File: config.mk
export PLATFORM = sky130hd
export DESIGN_NAME = distance_banded_speed_ramp
export DESIGN_NICKNAME = d
export VERILOG_FILES = /design/src/rtl/dbsr_pkg.sv /design/src/rtl/distance_banded_speed_ramp.sv /design/src/rtl/dbsr_front.sv /design/src/rtl/dbsr_queue.sv /design/src/rtl/dbsr_back.sv
export SDC_FILE = /design/constraint.sdc
export NUM_CORES = 1
export LEC_CHECK = 0
export BUFFER_PORTS_ARGS = -buffer_cell sky130_fd_sc_hd__buf_2
export CORE_MARGIN = 5
export CORE_UTILIZATION = 60
export CTS_BUF_LIST = sky130_fd_sc_hd__clkbuf_16
export CTS_CLUSTER_DIAMETER = 30
export DETAILED_ROUTE_END_ITERATION = 12
export PLACE_DENSITY = 0.79
export SETUP_SLACK_MARGIN = 0.02
export SLEW_MARGIN = 20
export SYNTH_ARGS = -nofsm -noshare
export SYNTH_HDL_FRONTEND = slang
export SYNTH_SLANG_ARGS = --single-unit
export TNS_END_PERCENT = 100
File: constraint.sdc
create_clock -name clk -period 12.22 [get_ports clk]
set_input_delay 1.833 -clock clk [delete_from_list [all_inputs] [get_ports clk]]
set_output_delay 1.833 -clock clk [all_outputs]
set_load 0.1 [all_outputs]
File: src/rtl/dbsr_pkg.sv
`timescale 1ns / 1ps
// ----------------------------------------------------------------------------
// dbsr_pkg
// Shared types and constants for the distance banded speed ramp.
// ----------------------------------------------------------------------------
package dbsr_pkg;

    localparam int TICKS_W    = 16;
    localparam int CM_W       = 11;
    localparam int SUM_W      = 12;
    localparam int IDX_W      = 2;
    localparam int LEVEL_W    = 8;
    localparam int OFFSET_W   = 4;
    localparam int SPEED_W    = 9;
    localparam int CFG_IDX_W  = 3;
    localparam int CFG_DATA_W = 11;

    // ticks / 58 == (ticks >> 1) / 29, done as multiply by ceil(2^21 / 29)
    localparam int                CM_SHIFT = 21;
    localparam logic [16:0]       CM_RECIP = 17'd72316;

    // level * 300 / 255 == level * 20 / 17, as multiply by 20 * ceil(2^18 / 17)
    localparam int                SPEED_SHIFT = 18;
    localparam logic [18:0]       SPEED_MUL   = 19'd308420;

    // distance bands
    localparam logic [CM_W-1:0]    BAND0_CM    = 11'd30;
    localparam logic [CM_W-1:0]    BAND1_CM    = 11'd45;
    localparam logic [CM_W-1:0]    BAND2_CM    = 11'd60;
    localparam logic [CM_W-1:0]    BAND3_CM    = 11'd90;
    localparam logic [LEVEL_W-1:0] BAND0_LEVEL = 8'd80;
    localparam logic [LEVEL_W-1:0] BAND1_LEVEL = 8'd130;
    localparam logic [LEVEL_W-1:0] BAND2_LEVEL = 8'd180;
    localparam logic [LEVEL_W-1:0] BAND3_LEVEL = 8'd220;
    localparam logic [LEVEL_W-1:0] LEVEL_MAX   = 8'd255;

    localparam int QUEUE_DEPTH = 2;
    localparam int QPTR_W      = 1;
    localparam int QCNT_W      = 2;

    typedef enum logic [CFG_IDX_W-1:0] {
        REG_STOP_DISTANCE   = 3'd0,
        REG_MIN_START_LEVEL = 3'd1,
        REG_STEP_UP         = 3'd2,
        REG_STEP_DOWN       = 3'd3,
        REG_RIGHT_OFFSET    = 3'd4
    } cfg_reg_t;

    typedef struct packed {
        logic [CM_W-1:0]     stop_distance;
        logic [LEVEL_W-1:0]  min_start_level;
        logic [LEVEL_W-1:0]  step_up;
        logic [LEVEL_W-1:0]  step_down;
        logic [OFFSET_W-1:0] right_offset;
    } cfg_t;

    // handshake between front end and queue, and queue and back end
    typedef struct packed {
        logic             valid;
        logic [SUM_W-1:0] sum;
    } sum_xfer_t;

endpackage

File: src/rtl/distance_banded_speed_ramp.sv
`timescale 1ns / 1ps
// ----------------------------------------------------------------------------
// distance_banded_speed_ramp
// Averages ultrasonic echoes into a distance and ramps a motor drive level.
//
//   channel   signals                         direction
//   echo      echo_valid/echo_ready           in
//   result    result_valid/result_ready       out
//   config    cfg_wr_en/cfg_index/cfg_data    in, write only
//
// one echo accepted per cycle while the queue has room; a reading result is
// registered through cm multiply, accumulate, average multiply and level
// the drive level register loops back through the ramp, as the echo sum does
// reset clears all control state, the running sum and the level; no clearing pass
// a two-entry queue separates accumulation from the ramp so a stalled result
// port backs up into the echo port only once the queue is full
// ----------------------------------------------------------------------------
module distance_banded_speed_ramp
    import dbsr_pkg::*;
#(
    parameter int SAMPLES_PER_READING = 3
)
(
    input  logic                   clk,
    input  logic                   rst_n,
    input  logic                   cfg_wr_en,
    input  logic [CFG_IDX_W-1:0]   cfg_index,
    input  logic [CFG_DATA_W-1:0]  cfg_data,
    input  logic                   echo_valid,
    output logic                   echo_ready,
    input  logic [TICKS_W-1:0]     echo_ticks,
    output logic                   result_valid,
    input  logic                   result_ready,
    output logic [CM_W-1:0]        distance_cm,
    output logic [LEVEL_W-1:0]     target_level,
    output logic [LEVEL_W-1:0]     drive_level,
    output logic [LEVEL_W-1:0]     left_drive,
    output logic [LEVEL_W-1:0]     right_drive,
    output logic [SPEED_W-1:0]     speed_cm_per_hour
);

    cfg_t      cfg_reg;
    sum_xfer_t push;
    sum_xfer_t head;
    logic      q_full;
    logic      pop;

    always_ff @(posedge clk or negedge rst_n)
    begin
        if (!rst_n)
        begin
            cfg_reg.stop_distance   <= 11'd20;
            cfg_reg.min_start_level <= 8'd40;
            cfg_reg.step_up         <= 8'd3;
            cfg_reg.step_down       <= 8'd35;
            cfg_reg.right_offset    <= 4'd2;
        end
        else if (cfg_wr_en)
        begin
            case (cfg_reg_t'(cfg_index))
                REG_STOP_DISTANCE:   cfg_reg.stop_distance   <= cfg_data;
                REG_MIN_START_LEVEL: cfg_reg.min_start_level <= cfg_data[LEVEL_W-1:0];
                REG_STEP_UP:         cfg_reg.step_up         <= cfg_data[LEVEL_W-1:0];
                REG_STEP_DOWN:       cfg_reg.step_down       <= cfg_data[LEVEL_W-1:0];
                REG_RIGHT_OFFSET:    cfg_reg.right_offset    <= cfg_data[OFFSET_W-1:0];
                default:             ;
            endcase
        end
    end

    dbsr_front #(
        .SAMPLES_PER_READING (SAMPLES_PER_READING)
    ) u_front (
        .clk        (clk),
        .rst_n      (rst_n),
        .echo_valid (echo_valid),
        .echo_ready (echo_ready),
        .echo_ticks (echo_ticks),
        .push       (push),
        .q_full     (q_full)
    );

    dbsr_queue u_queue (
        .clk   (clk),
        .rst_n (rst_n),
        .push  (push),
        .full  (q_full),
        .head  (head),
        .pop   (pop)
    );

    dbsr_back #(
        .SAMPLES_PER_READING (SAMPLES_PER_READING)
    ) u_back (
        .clk               (clk),
        .rst_n             (rst_n),
        .cfg               (cfg_reg),
        .head              (head),
        .pop               (pop),
        .result_valid      (result_valid),
        .result_ready      (result_ready),
        .distance_cm       (distance_cm),
        .target_level      (target_level),
        .drive_level       (drive_level),
        .left_drive        (left_drive),
        .right_drive       (right_drive),
        .speed_cm_per_hour (speed_cm_per_hour)
    );

`ifndef NO_ASSERTIONS
    // a zero target only comes from the stop test, which forces the level to zero
    assert property (@(posedge clk) disable iff (!rst_n)
        result_valid && (target_level == '0) |-> (drive_level == '0))
        else $error("nonzero drive with zero target");

    assert property (@(posedge clk) disable iff (!rst_n)
        result_valid |-> (right_drive >= drive_level) && (left_drive == drive_level))
        else $error("motor drives inconsistent with drive level");

    assert property (@(posedge clk) disable iff (!rst_n)
        result_valid |-> (speed_cm_per_hour <= SPEED_W'(300)))
        else $error("speed out of range");

    // the level only moves when a new result is loaded
    assert property (@(posedge clk) disable iff (!rst_n)
        result_valid && !result_ready |=> $stable(drive_level))
        else $error("drive level changed under a stalled result");
`endif

endmodule

File: src/rtl/dbsr_front.sv
`timescale 1ns / 1ps
// ----------------------------------------------------------------------------
// dbsr_front
// Converts echo ticks to cm, accumulates echoes and pushes one sum per reading.
// ----------------------------------------------------------------------------
module dbsr_front
    import dbsr_pkg::*;
#(
    parameter int SAMPLES_PER_READING = 3
)
(
    input  logic                 clk,
    input  logic                 rst_n,
    input  logic                 echo_valid,
    output logic                 echo_ready,
    input  logic [TICKS_W-1:0]   echo_ticks,
    output sum_xfer_t            push,
    input  logic                 q_full
);

    localparam logic [IDX_W-1:0] LAST_IDX = IDX_W'(SAMPLES_PER_READING - 1);

    logic                a_valid_reg, a_valid_next;
    logic [CM_W-1:0]     cm_reg;
    logic [SUM_W-1:0]    sum_reg, sum_next;
    logic [IDX_W-1:0]    idx_reg, idx_next;
    logic [31:0]         cm_prod;
    logic [SUM_W-1:0]    sum_add;
    logic                is_last;
    logic                a_fire;
    logic                echo_xfer;

    assign cm_prod   = 32'(echo_ticks[TICKS_W-1:1]) * 32'(CM_RECIP);
    assign sum_add   = sum_reg + SUM_W'(cm_reg);
    assign is_last   = (idx_reg == LAST_IDX);
    assign a_fire    = a_valid_reg && (!is_last || !q_full);
    assign echo_ready = !a_valid_reg || a_fire;
    assign echo_xfer = echo_valid && echo_ready;

    assign push.valid = a_valid_reg && is_last && !q_full;
    assign push.sum   = sum_add;

    always_comb
    begin
        a_valid_next = a_valid_reg;
        sum_next     = sum_reg;
        idx_next     = idx_reg;
        if (a_fire)
        begin
            a_valid_next = 1'b0;
            if (is_last)
            begin
                sum_next = '0;
                idx_next = '0;
            end
            else
            begin
                sum_next = sum_add;
                idx_next = idx_reg + 1'b1;
            end
        end
        if (echo_xfer)
        begin
            a_valid_next = 1'b1;
        end
    end

    always_ff @(posedge clk or negedge rst_n)
    begin
        if (!rst_n)
        begin
            a_valid_reg <= 1'b0;
            sum_reg     <= '0;
            idx_reg     <= '0;
        end
        else
        begin
            a_valid_reg <= a_valid_next;
            sum_reg     <= sum_next;
            idx_reg     <= idx_next;
        end
    end

    always_ff @(posedge clk)
    begin
        if (echo_xfer)
        begin
            cm_reg <= cm_prod[CM_SHIFT +: CM_W];
        end
    end

endmodule

File: src/rtl/dbsr_queue.sv
`timescale 1ns / 1ps
// ----------------------------------------------------------------------------
// dbsr_queue
// Two-entry queue of reading sums between front end and back end.
// ----------------------------------------------------------------------------
module dbsr_queue
    import dbsr_pkg::*;
(
    input  logic       clk,
    input  logic       rst_n,
    input  sum_xfer_t  push,
    output logic       full,
    output sum_xfer_t  head,
    input  logic       pop
);

    logic [SUM_W-1:0]  mem [QUEUE_DEPTH];
    logic [QPTR_W-1:0] wr_ptr_reg, wr_ptr_next;
    logic [QPTR_W-1:0] rd_ptr_reg, rd_ptr_next;
    logic [QCNT_W-1:0] count_reg, count_next;
    logic              do_push, do_pop;

    assign full       = (count_reg == QCNT_W'(QUEUE_DEPTH));
    assign head.valid = (count_reg != '0);
    assign head.sum   = mem[rd_ptr_reg];
    assign do_push    = push.valid && !full;
    assign do_pop     = pop && head.valid;

    always_comb
    begin
        wr_ptr_next = do_push ? wr_ptr_reg + 1'b1 : wr_ptr_reg;
        rd_ptr_next = do_pop  ? rd_ptr_reg + 1'b1 : rd_ptr_reg;
        count_next  = count_reg;
        if (do_push && !do_pop)
        begin
            count_next = count_reg + 1'b1;
        end
        else if (do_pop && !do_push)
        begin
            count_next = count_reg - 1'b1;
        end
    end

    always_ff @(posedge clk or negedge rst_n)
    begin
        if (!rst_n)
        begin
            wr_ptr_reg <= '0;
            rd_ptr_reg <= '0;
            count_reg  <= '0;
        end
        else
        begin
            wr_ptr_reg <= wr_ptr_next;
            rd_ptr_reg <= rd_ptr_next;
            count_reg  <= count_next;
        end
    end

    always_ff @(posedge clk)
    begin
        if (do_push)
        begin
            mem[wr_ptr_reg] <= push.sum;
        end
    end

endmodule

File: src/rtl/dbsr_back.sv
`timescale 1ns / 1ps
// ----------------------------------------------------------------------------
// dbsr_back
// Averages a reading, picks the band target and ramps the drive level.
// ----------------------------------------------------------------------------
module dbsr_back
    import dbsr_pkg::*;
#(
    parameter int SAMPLES_PER_READING = 3
)
(
    input  logic                clk,
    input  logic                rst_n,
    input  cfg_t                cfg,
    input  sum_xfer_t           head,
    output logic                pop,
    output logic                result_valid,
    input  logic                result_ready,
    output logic [CM_W-1:0]     distance_cm,
    output logic [LEVEL_W-1:0]  target_level,
    output logic [LEVEL_W-1:0]  drive_level,
    output logic [LEVEL_W-1:0]  left_drive,
    output logic [LEVEL_W-1:0]  right_drive,
    output logic [SPEED_W-1:0]  speed_cm_per_hour
);

    // sum / SAMPLES_PER_READING as multiply by ceil(2^13 / n), exact below 4096
    localparam int AVG_SHIFT  = 13;
    localparam int AVG_RECIP  = (2**AVG_SHIFT + SAMPLES_PER_READING - 1) / SAMPLES_PER_READING;
    localparam int AVG_RW     = AVG_SHIFT + 1;
    localparam int AVG_PW     = SUM_W + AVG_RW;

    logic                b1_valid_reg, b1_valid_next;
    logic [CM_W-1:0]     dist_reg;
    logic                out_valid_reg, out_valid_next;
    logic [LEVEL_W-1:0]  level_reg, level_next;
    logic [CM_W-1:0]     dist_out_reg;
    logic [LEVEL_W-1:0]  target_out_reg;
    logic [LEVEL_W-1:0]  right_out_reg;
    logic [SPEED_W-1:0]  speed_out_reg;

    logic [AVG_PW-1:0]   avg_prod;
    logic                adv;
    logic                at_stop;
    logic [LEVEL_W-1:0]  target;
    logic [LEVEL_W:0]    up_sum;
    logic [LEVEL_W:0]    right_sum;
    logic [LEVEL_W-1:0]  right_sat;
    logic [26:0]         speed_prod;

    assign avg_prod = AVG_PW'(head.sum) * AVG_PW'(AVG_RECIP);
    assign adv      = b1_valid_reg && (!out_valid_reg || result_ready);
    assign pop      = head.valid && (!b1_valid_reg || adv);

    // band target, stop test first
    assign at_stop = (dist_reg <= cfg.stop_distance);
    always_comb
    begin
        if (at_stop)
            target = '0;
        else if (dist_reg <= BAND0_CM)
            target = BAND0_LEVEL;
        else if (dist_reg <= BAND1_CM)
            target = BAND1_LEVEL;
        else if (dist_reg <= BAND2_CM)
            target = BAND2_LEVEL;
        else if (dist_reg <= BAND3_CM)
            target = BAND3_LEVEL;
        else
            target = LEVEL_MAX;
    end

    // level ramp
    assign up_sum = {1'b0, level_reg} + {1'b0, cfg.step_up};
    always_comb
    begin
        if (at_stop)
            level_next = '0;
        else if (level_reg < target)
        begin
            if (level_reg < cfg.min_start_level)
                level_next = cfg.min_start_level;
            else if (up_sum[LEVEL_W])
                level_next = LEVEL_MAX;
            else
                level_next = up_sum[LEVEL_W-1:0];
        end
        else if (level_reg > target)
        begin
            if (level_reg > cfg.step_down)
                level_next = level_reg - cfg.step_down;
            else
                level_next = '0;
        end
        else
            level_next = level_reg;
    end

    assign right_sum  = {1'b0, level_next} + (LEVEL_W + 1)'(cfg.right_offset);
    assign right_sat  = right_sum[LEVEL_W] ? LEVEL_MAX : right_sum[LEVEL_W-1:0];
    assign speed_prod = 27'(level_next) * 27'(SPEED_MUL);

    always_comb
    begin
        b1_valid_next = b1_valid_reg;
        if (adv)
            b1_valid_next = 1'b0;
        if (pop)
            b1_valid_next = 1'b1;
        out_valid_next = out_valid_reg;
        if (result_valid && result_ready)
            out_valid_next = 1'b0;
        if (adv)
            out_valid_next = 1'b1;
    end

    always_ff @(posedge clk or negedge rst_n)
    begin
        if (!rst_n)
        begin
            b1_valid_reg  <= 1'b0;
            out_valid_reg <= 1'b0;
            level_reg     <= '0;
        end
        else
        begin
            b1_valid_reg  <= b1_valid_next;
            out_valid_reg <= out_valid_next;
            if (adv)
                level_reg <= level_next;
        end
    end

    always_ff @(posedge clk)
    begin
        if (pop)
            dist_reg <= avg_prod[AVG_SHIFT +: CM_W];
        if (adv)
        begin
            dist_out_reg   <= dist_reg;
            target_out_reg <= target;
            right_out_reg  <= right_sat;
            speed_out_reg  <= speed_prod[SPEED_SHIFT +: SPEED_W];
        end
    end

    assign result_valid      = out_valid_reg;
    assign distance_cm       = dist_out_reg;
    assign target_level      = target_out_reg;
    assign drive_level       = level_reg;
    assign left_drive        = level_reg;
    assign right_drive       = right_out_reg;
    assign speed_cm_per_hour = speed_out_reg;

endmodule

# ---- Word-level counts from Yosys, hierarchy flattened
# Memory sizes are Yosys's and may differ from the RTL's.
# Index checks and enable logic that the tools add are counted.
# Widths: inputs -> output; s select.
dict set report totals {
  ram_bits 24
  out_inout_bits 54
  reg_bits 126
  memories 1
  word_cells 104
  inputBits 35
}
dict set report classes {
  n_addsub 9
  multipliers 3
  muxes 23
  n_eq_ne 6
  n_reduce_logical 33
  order_cmp 9
}
# memory words width read_ports rd_ports_with_merged_regs write_ports line_no
set mem_list {}
lappend mem_list {u_queue.mem 2 12 1 0 1 dbsr_queue.sv:17} ;# logic [SUM_W-1:0] mem [QUEUE_DEPTH];
# cell count
set op_table {}
lappend op_table {{$mux 8} 10}
lappend op_table {{$mul 15x15->30 const B} 1}
lappend op_table {{$mul 8x17->25 const B} 1}
lappend op_table {{$mul 12x12->24 const B} 1}
lappend op_table {{$le 11x6->1 const B} 2}
lappend op_table {{$gt 8x8->1} 2}
lappend op_table {{$lt 8x8->1} 2}
lappend op_table {{$add 12x11->12} 1}
lappend op_table {{$mux 12} 1}
lappend op_table {{$le 11x11->1} 1}
lappend op_table {{$le 11x5->1 const B} 1}
lappend op_table {{$le 11x7->1 const B} 1}
lappend op_table {{$logic_and 1x1->1} 11}
lappend op_table {{$reduce_and 2->1} 5}
lappend op_table {{$reduce_bool 2->1} 5}
lappend op_table {{$add 8x4->9} 1}
lappend op_table {{$add 8x8->9} 1}
lappend op_table {{$mux 1} 8}
lappend op_table {{$sub 8x8->8} 1}
lappend op_table {{$logic_not 1->1} 7}
lappend op_table {{$eq 3x2->1 const B} 2}
lappend op_table {{$mux 2} 3}
lappend op_table {{$mux 6} 1}
lappend op_table {{$add 2x1->2 const B} 2}
lappend op_table {{7 further kinds} 12}

# ---- Depth between registers and ports, before layout
# Gate-level depths: netlist of the first run.
dict set report logic_depth {
  depth_word 11
  depth_mapped 36
  mapped_depth_nobuf 36
}

# ---- By module
# A second synthesis of the first run with hierarchy kept.
dict set report hier_totals {
  hier_cells 1540
  hier_area_um2 16296.9
}
# mod n_inst seq_area_each_um2 area_per_inst_um2 cells_each
set by_module_without_submodules {}
lappend by_module_without_submodules {dbsr_back 1 1661.6 7898.8 798}
lappend by_module_without_submodules {dbsr_front 1 705.7 5815.6 600}
lappend by_module_without_submodules {distance_banded_speed_ramp 1 988.4 1512.7 86}
lappend by_module_without_submodules {dbsr_queue 1 820.8 1069.8 56}

# ---- Worst setup path after synthesis of the first run
# OpenSTA, ideal clock, no wires.
dict set report synth_path {
  path_kind {register -> register}
  from {register cfg_reg[32] (netlist name)}
  to {register u_back.speed_out_reg[8] (netlist: u_back.speed_cm_per_hour[8]) (data pin)}
  arrival_ps 7396
  setup_slack_ps 4571
  stages_incl_launch_ff 33
  t_required_ps 11966
  period_less_slack_ps 7649
  path_buffers 1
  path_cell_list {dfstp_2 inv_1 ha_1 a21oi_1 o2111ai_1 o221ai_1 inv_1 o21ai_0 inv_1 nand2_1 ha_1 nor2b_1 o211ai_1 a21oi_1 or3_1 clkbuf_1 a211oi_1 inv_1 ha_1 ha_1 or2_2 fa_1 fa_1 ha_1 a21o_1 a21o_1 a21oi_1 inv_1 a2111oi_0 o21ai_1 a221oi_2 a21oi_2 a21o_1}
}
dict set report synth_between {
  elab_chain_len 7
}
# element line_no
set synth_lines {}
lappend synth_lines {{start: declaration} distance_banded_speed_ramp.sv:42} ;# cfg_t cfg_reg;
lappend synth_lines {{$le 11x11->1 (*)} dbsr_back.sv:56} ;# assign at_stop = (dist_reg <= cfg.stop_distance);
lappend synth_lines {{$mux 8 (*)} dbsr_back.sv:59} ;# if (at_stop)
lappend synth_lines {{via u_back.target[7]} dbsr_back.sv:45} ;# logic [LEVEL_W-1:0] target;
lappend synth_lines {{$gt 8x8->1} dbsr_back.sv:88} ;# else if (level_reg > target)
lappend synth_lines {{$mux 8} dbsr_back.sv:88}
lappend synth_lines {{$mux 8 (*)} dbsr_back.sv:79} ;# else if (level_reg < target)
lappend synth_lines {{$mux 8 (*)} dbsr_back.sv:77} ;# if (at_stop)
lappend synth_lines {{via u_back.level_next[6]} dbsr_back.sv:36} ;# logic [LEVEL_W-1:0] level_reg, level_next;
lappend synth_lines {{$mul 8x17->25 (*)} dbsr_back.sv:101} ;# assign speed_prod = 27'(level_next) * 27'(SPEED_MUL);
lappend synth_lines {{via u_back.speed_prod[26]} dbsr_back.sv:49} ;# logic [26:0] speed_prod;
lappend synth_lines {{end signal: assignment} dbsr_back.sv:143} ;# speed_out_reg <= speed_prod[SPEED_SHIFT +: SPEED_W];
lappend synth_lines {{end: declaration} dbsr_back.sv:40} ;# logic [SPEED_W-1:0] speed_out_reg;
# Mark *: on every way through the listed nets, which the timed path passes. The rest lies on a longest branch.
# A chain may end at the register's enable or synchronous reset.

# ---- Final worst setup path of the first run
dict set report layout_path {
  from {register u_back.dist_reg[1]}
  to {register u_back.speed_out_reg[8] (netlist: u_back.speed_cm_per_hour[8]) (data pin)}
}
# element line_no
set layout_lines {}
lappend layout_lines {{start: declaration} dbsr_back.sv:34} ;# logic [CM_W-1:0] dist_reg;
lappend layout_lines {{start signal: assignment} dbsr_back.sv:137} ;# dist_reg <= avg_prod[AVG_SHIFT +: CM_W];
lappend layout_lines {{$le 11x6->1} dbsr_back.sv:63} ;# else if (dist_reg <= BAND1_CM)
lappend layout_lines {{$mux 8} dbsr_back.sv:63}
lappend layout_lines {{$mux 8} dbsr_back.sv:61} ;# else if (dist_reg <= BAND0_CM)
lappend layout_lines {{$mux 8 (*)} dbsr_back.sv:59}
lappend layout_lines {{via u_back.target[7]} dbsr_back.sv:45}
lappend layout_lines {{$gt 8x8->1} dbsr_back.sv:88}
lappend layout_lines {{$mux 8} dbsr_back.sv:88}
lappend layout_lines {{$mux 8 (*)} dbsr_back.sv:79}
lappend layout_lines {{$mux 8 (*)} dbsr_back.sv:77}
lappend layout_lines {{via u_back.level_next[3]} dbsr_back.sv:36}
lappend layout_lines {{$mul 8x17->25 (*)} dbsr_back.sv:101}
lappend layout_lines {{via u_back.speed_prod[26]} dbsr_back.sv:49}
# Marks and branches as above.

==> flow_summary.ini, run 1 <==
[floorplan]
die-height_um = 171
initial_core_util_pct = 60.6
coreArea_um2 = 25800
rows = 59
chipWidth_um = 171
die_area_um2 = 29400
ios = 89

[global_routing]
grt_overflow = 0
grt_usage_pct = 23.0
grt_max_degree = 69
antenna_found_initial = 5
grt_pass1_wl_mm = 54.5
grt_pass1_vias = 11500

[synthesis]
ys_types = 65
syn-cell-area_um2 = 15600
yosysTopAreaCellShare_pct = 24.6
yosysWarnings = 0
synth_area_leaders = ha_1 (25%), fa_1 (18%), edfxtp_1 (16%)
yosys.area.top_type = ha_1
synth_edf_count = 82
seq_area_frac_synth_pct = 26.7
syn-num-nets = 1987
yosys_most_used_dff = edfxtp_1
synthArstFlopShare_pct = 45.3
netlist_instances = 1500
synth_area_per_cell_um2 = 10.4
ys_ff_latch = 150

[layout]
layout-drive-gt1-share_pct = 11.3
area_delta_synth_final_pct = 8.74
largest_register_ffs = 39
fin_nets = 2082
nFillCells = 1947

[critical_path]
r2r-start = u_back.dist_reg[1]$_DFFE_PP_
crit_cells = 31
reg2reg_to = u_back.speed_cm_per_hour[8]$_DFFE_PP_
cp_top_family = compound AO/OA/AOI/OAI gates
crit_type = flip-flop to flip-flop
crit_fanout = 9
slowest_delay_ns = 0.83
worst-path-buf-inv = 5
worstPathArrival_ns = 9.03
startpoint = u_back.dist_reg[1]$_DFFE_PP_
cp-end-kind = flip-flop
crit_path_frequent_cell = inv_1
r2r_slack_ns = 3.36
required_ns = 12.40
start_kind = flip-flop
worst_path_max_delay_cell = o221ai_1
worstRegToRegCells = 31

[clock_tree]
cts.htree.levels = 4
cts_tree = done
clk_path_buf_depth = 2
root_buffer = clkbuf_16
clk_latency_ns = 0.42
cts.sinks = 150
holdBufCountCts = 0
postCtsSetupBuffers = 0
cts_made_buffers = 17
clk_pin_slew_ns = 0.07
ctsResizeCount = 0

[route]
wirelength_mm = 31.9
dr.pass1.iters = 5
vias = 10800
drcViolationCount = 0
post_drt_wl_per_cell_um = 16.4
drt_iter0_markers = 625
viasPerCell = 5.54
final_antenna_net_count = 0

[timing]
tightest_slew_ns = 1.09
hold_viol_final = 0
max_freq_ghz = 0.113
tns_ns = 0
slew_headroom_pct = 27.3
finalCriticalPeriod_ns = 8.86
fin_crit_sh_pct = 72.5
grt_setup_unrepaired = no
finalMaxSlewViolations = 0
setup_viol = 0
fin_skew_ns = 0.0123

[run_status]
status = finished clean

[place]
io_buffers = 87
place_congestion = 0.939
place_hpwl_mm = 26.1

[hold_path]
min-delay-start = u_back.dist_reg[9]$_DFFE_PP_
hold_class = flip-flop to flip-flop
min_path_cells = 0
min_delay_worst_endpoint = u_back.distance_cm[9]$_DFFE_PP_

[job]
cap_violations = 0
Yosys cell counts, drive strengths merged (8+ instances only):
cell	count
buf	9
nor3	24
a21oi	43
nor2	71
a21o	17
o21ai	66
ha	308
dfrtp	58
mux2	26
nand3	14
dfstp	10
inv	338
xnor2	25
nand4	8
nor2b	14
o21a	16
fa	144
clkbuf	9
edfxtp	82
nand2b	13
a22o	11
mux2i	12
a31oi	8
xor2	17
nand2	78
metrics by stage:
step / std cells / setup WS [ns] / util [%] / hold slack, ns / cell area [um2]
after detailed placement: 1911 / 3.50 / 63.7 / 0.481 / 16500
after CTS: 1942 / 3.44 / 65.8 / 0.495 / 17000
after floorplan: 1500 / 4.57 / - / 0.445 / 15600
after global routing: 1944 / 2.79 / 65.9 / 0.512 / 17000
final: 1944 / 3.36 / 65.9 / 0.495 / 17000
after global placement: 1911 / 3.76 / 63.7 / 0.464 / 16500
placed cells by master, fill, tap and decap left out, drive strengths merged, types with 4 or more instances in the layout:
cell type | Yosys | routed
edfxtp | 82 | 82
o21a | 16 | 16
buf | 9 | 94
nor2b | 14 | 14
nor3 | 24 | 24
nand2 | 78 | 78
xor2 | 17 | 17
o211ai | 7 | 7
clkbuf | 9 | 17
fa | 144 | 144
o21ai | 66 | 66
dfrtp | 58 | 58
nand3 | 14 | 14
a21oi | 43 | 43
a21boi | 7 | 7
a21o | 17 | 17
nor2 | 71 | 71
dfstp | 10 | 10
ha | 308 | 308
mux2 | 26 | 26
xnor2 | 25 | 25
and2 | 5 | 5
a31oi | 8 | 8
nand2b | 13 | 13
or2 | 4 | 4
o41ai | 4 | 4
inv | 338 | 345
nand4 | 8 | 8
mux2i | 12 | 12
a22o | 11 | 11
clkinvlp | 0 | 4
or3 | 6 | 6
o21bai | 4 | 4
and3 | 6 | 6
a211oi | 6 | 6
a221oi | 7 | 7
final cells by class:
cell class / count / area [um2] / area share (%)
Sequential cell: 150 / 4180 / 24.5
Antenna cell: 2 / 5.00 / 0.0294
Tap cell: 335 / 419 / 2.46
Clock inverter: 14 / 115 / 0.676
Clock buffer: 17 / 425 / 2.50
Inverter: 338 / 1270 / 7.46
Multi-Input combinational cell: 994 / 10100 / 59.5
Timing Repair Buffer: 94 / 488 / 2.87
routing by layer:
metal / vias to the layer above / GRT usage (%) / part of all wire (%)
li1: 5190 / - / -
met2: 292 / 40.0 / 49
met3: 64 / 4.00 / 6.0
met5: - / 0 / 0.15
met4: 6 / 5.75 / 2.1
met1: 5222 / 30.2 / 43
logic make-up (layout without fill, tap and decap cells):
family | count (synthesis) | in the layout | share of synthesized area, %
AOI/OAI and AO/OA | 212 | 212 | 9.05
xor gates and xnor gates | 42 | 42 | 2.35
adders and majority gates | 452 | 452 | 43.0
buffers and inverters | 356 | 463 | 8.74
DFF | 150 | 150 | 26.7
muxes | 38 | 38 | 2.66
other | 0 | 2 | 0
and+or+nand+nor | 250 | 250 | 7.46
how the worst max path moves through the flow:
stage | endpoint | slack [ns]
after detailed placement | u_back.speed_cm_per_hour[8]$_DFFE_PP_ | 3.50
after floorplan | u_back.speed_cm_per_hour[8]$_DFFE_PP_ | 4.57
final | u_back.speed_cm_per_hour[8]$_DFFE_PP_ | 3.36
after CTS | u_back.speed_cm_per_hour[8]$_DFFE_PP_ | 3.44
after global routing | u_back.speed_cm_per_hour[6]$_DFFE_PP_ | 2.79
after global placement | u_back.speed_cm_per_hour[8]$_DFFE_PP_ | 3.76
Power of run 1 is left out: the tool's default activity adds up to more than one toggle a clock period on the data nets, which glitch-free logic cannot reach.
==> run 2: changes to the inputs <==
CORE_UTILIZATION = 57   (was 60)
PLACE_DENSITY = 0.78   (was 0.79)
clock period = 7.5 ns   (was 12.22 ns; I/O delays follow)
==> flow_summary.ini, run 2 (synthesized netlist as in run 1, its figures left out) <==
[global_routing]
grt_usage_pct = 22.7
grt_overflow = 0
grt_pass1_wl_mm = 56.2
grt_max_degree = 69
grt_pass1_vias = 11600
antenna_found_initial = 3

[layout]
fin_nets = 2124
largest_register_ffs = 39
layout-drive-gt1-share_pct = 15.5
multiInputGateArea_um2 = 10300
layout_common_cells = inv_1 (335), ha_1 (306), fa_1 (144), buf_2 (87), edfxtp_1 (82)
utilization_pct = 65.1
nFillCells = 2075
ff_latch_area_um2 = 4180
final_common_cell = inv_1
area_delta_synth_final_pct = 12.5
diodes = 0

[timing]
tns_ns = 0
fin_skew_ns = 0.0116
finalCriticalPeriod_ns = 7.29
hold_viol_final = 0
fin_crit_sh_pct = 97.2
slew_headroom_pct = 28.4
setup_viol = 0
max_freq_ghz = 0.137
finalMaxSlewViolations = 0
tightest_slew_ns = 1.07

[critical_path]
crit_fanout = 6
worst-path-buf-inv = 3
required_ns = 7.69
slowest_delay_ns = 0.61
worstPathArrival_ns = 7.48
crit_type = flip-flop to flip-flop
worst_path_max_delay_cell = or4_1
cp_top_family = compound AO/OA/AOI/OAI gates
start_kind = flip-flop
crit_path_frequent_cell = ha_1
cp-end-kind = flip-flop

[route]
final_antenna_net_count = 0
post_drt_wl_per_cell_um = 16.9
viasPerCell = 5.56
dr.pass1.iters = 6
drt_iter0_markers = 755
vias = 11100
drcViolationCount = 0
wirelength_mm = 33.6

[floorplan]
chipWidth_um = 176
die_area_um2 = 30900
coreArea_um2 = 27000
die-height_um = 176
initial_core_util_pct = 57.9
rows = 60
ios = 89

[clock_tree]
clk_pin_slew_ns = 0.07
clk_path_buf_depth = 2
clk_latency_ns = 0.43
cts_tree = done
holdBufCountCts = 0
cts.htree.levels = 4
cts.sinks = 150
root_buffer = clkbuf_16
cts_made_buffers = 17

[place]
place_congestion = 0.925
io_buffers = 87
place_hpwl_mm = 27.2

[run_status]
status = finished clean

[hold_path]
hold_class = flip-flop to flip-flop

[job]
cap_violations = 0
-- run 2: cell count changes in the layout (fill, tap and decap cells not counted), moves of 3 or more --
cell,change
a21oi_2,+5
nor2_1,-5
a211oi_1,-3
nor2_2,+3
o21ai_2,+4
inv_8,+3
o21ai_0,-5
a21oi_1,-6
clkinvlp_4,-4
buf_4,+40
-- run 2: per-layer routing --
layer	part of all wire (%)	up-vias	global-route usage, %
met2	49	356	39.3
li1	-	5280	-
met5	0.092	-	0
met1	42	5353	30.0
met3	6.5	68	3.87
met4	2.1	6	5.36
-- run 2: layout make-up --
class	count	share of cell area [%]
clock inverters	15	1.00
clock buffers	17	2.42
multi-input cells	995	58.7
flip-flops and latches	150	23.7
well taps	341	2.42
repair buffers	135	4.54
inverters	338	7.21
-- run 2: what timing repair did --
item / 4_1_cts / 5_1_grt
gates resized for setup: 16 / 31
setup endpoints to repair: 5 / 6
pin swaps: 4 / 13
cloned: 1 / 0
setup buffers: 6 / 5
-- run 2: path summary, 6_finish.rpt --
| check | slack [ns] | endpoint | start | cells after the start |
|---|---|---|---|---|
| max | 0.21 | u_back.speed_cm_per_hour[8]$_DFFE_PP_ | u_back.dist_reg[8]$_DFFE_PP_ | 30 |
| min | 0.48 | u_back.result_valid$_DFFE_PN0P_ | u_back.b1_valid_reg$_DFFE_PN0P_ | 1 |
| max reg2reg | 0.21 | u_back.speed_cm_per_hour[8]$_DFFE_PP_ | u_back.dist_reg[8]$_DFFE_PP_ | 30 |
| min reg2reg | 0.48 | u_back.result_valid$_DFFE_PN0P_ | u_back.b1_valid_reg$_DFFE_PN0P_ | 1 |
| max in group asynchronous | 5.99 | cfg_reg[24]$_DFFE_PN0P_ | rst_n | 2 |
| min in group asynchronous | 0.90 | u_back.result_valid$_DFFE_PN0P_ | rst_n | 2 |
-- run 2: stage by stage --
step | setup WS, ns | cells | hold slack, ns | cell area [um2]
after floorplan | 0.0309 | 1500 | 0.445 | 15700
after global placement | 0.0298 | 1947 | 0.468 | 16700
after detailed placement | -0.259 | 1947 | 0.467 | 16700
after CTS | 0.0450 | 1986 | 0.478 | 17400
after global routing | -0.0525 | 1991 | 0.508 | 17600
final | 0.212 | 1991 | 0.479 | 17600
Power of run 2 is left out for the same reason.
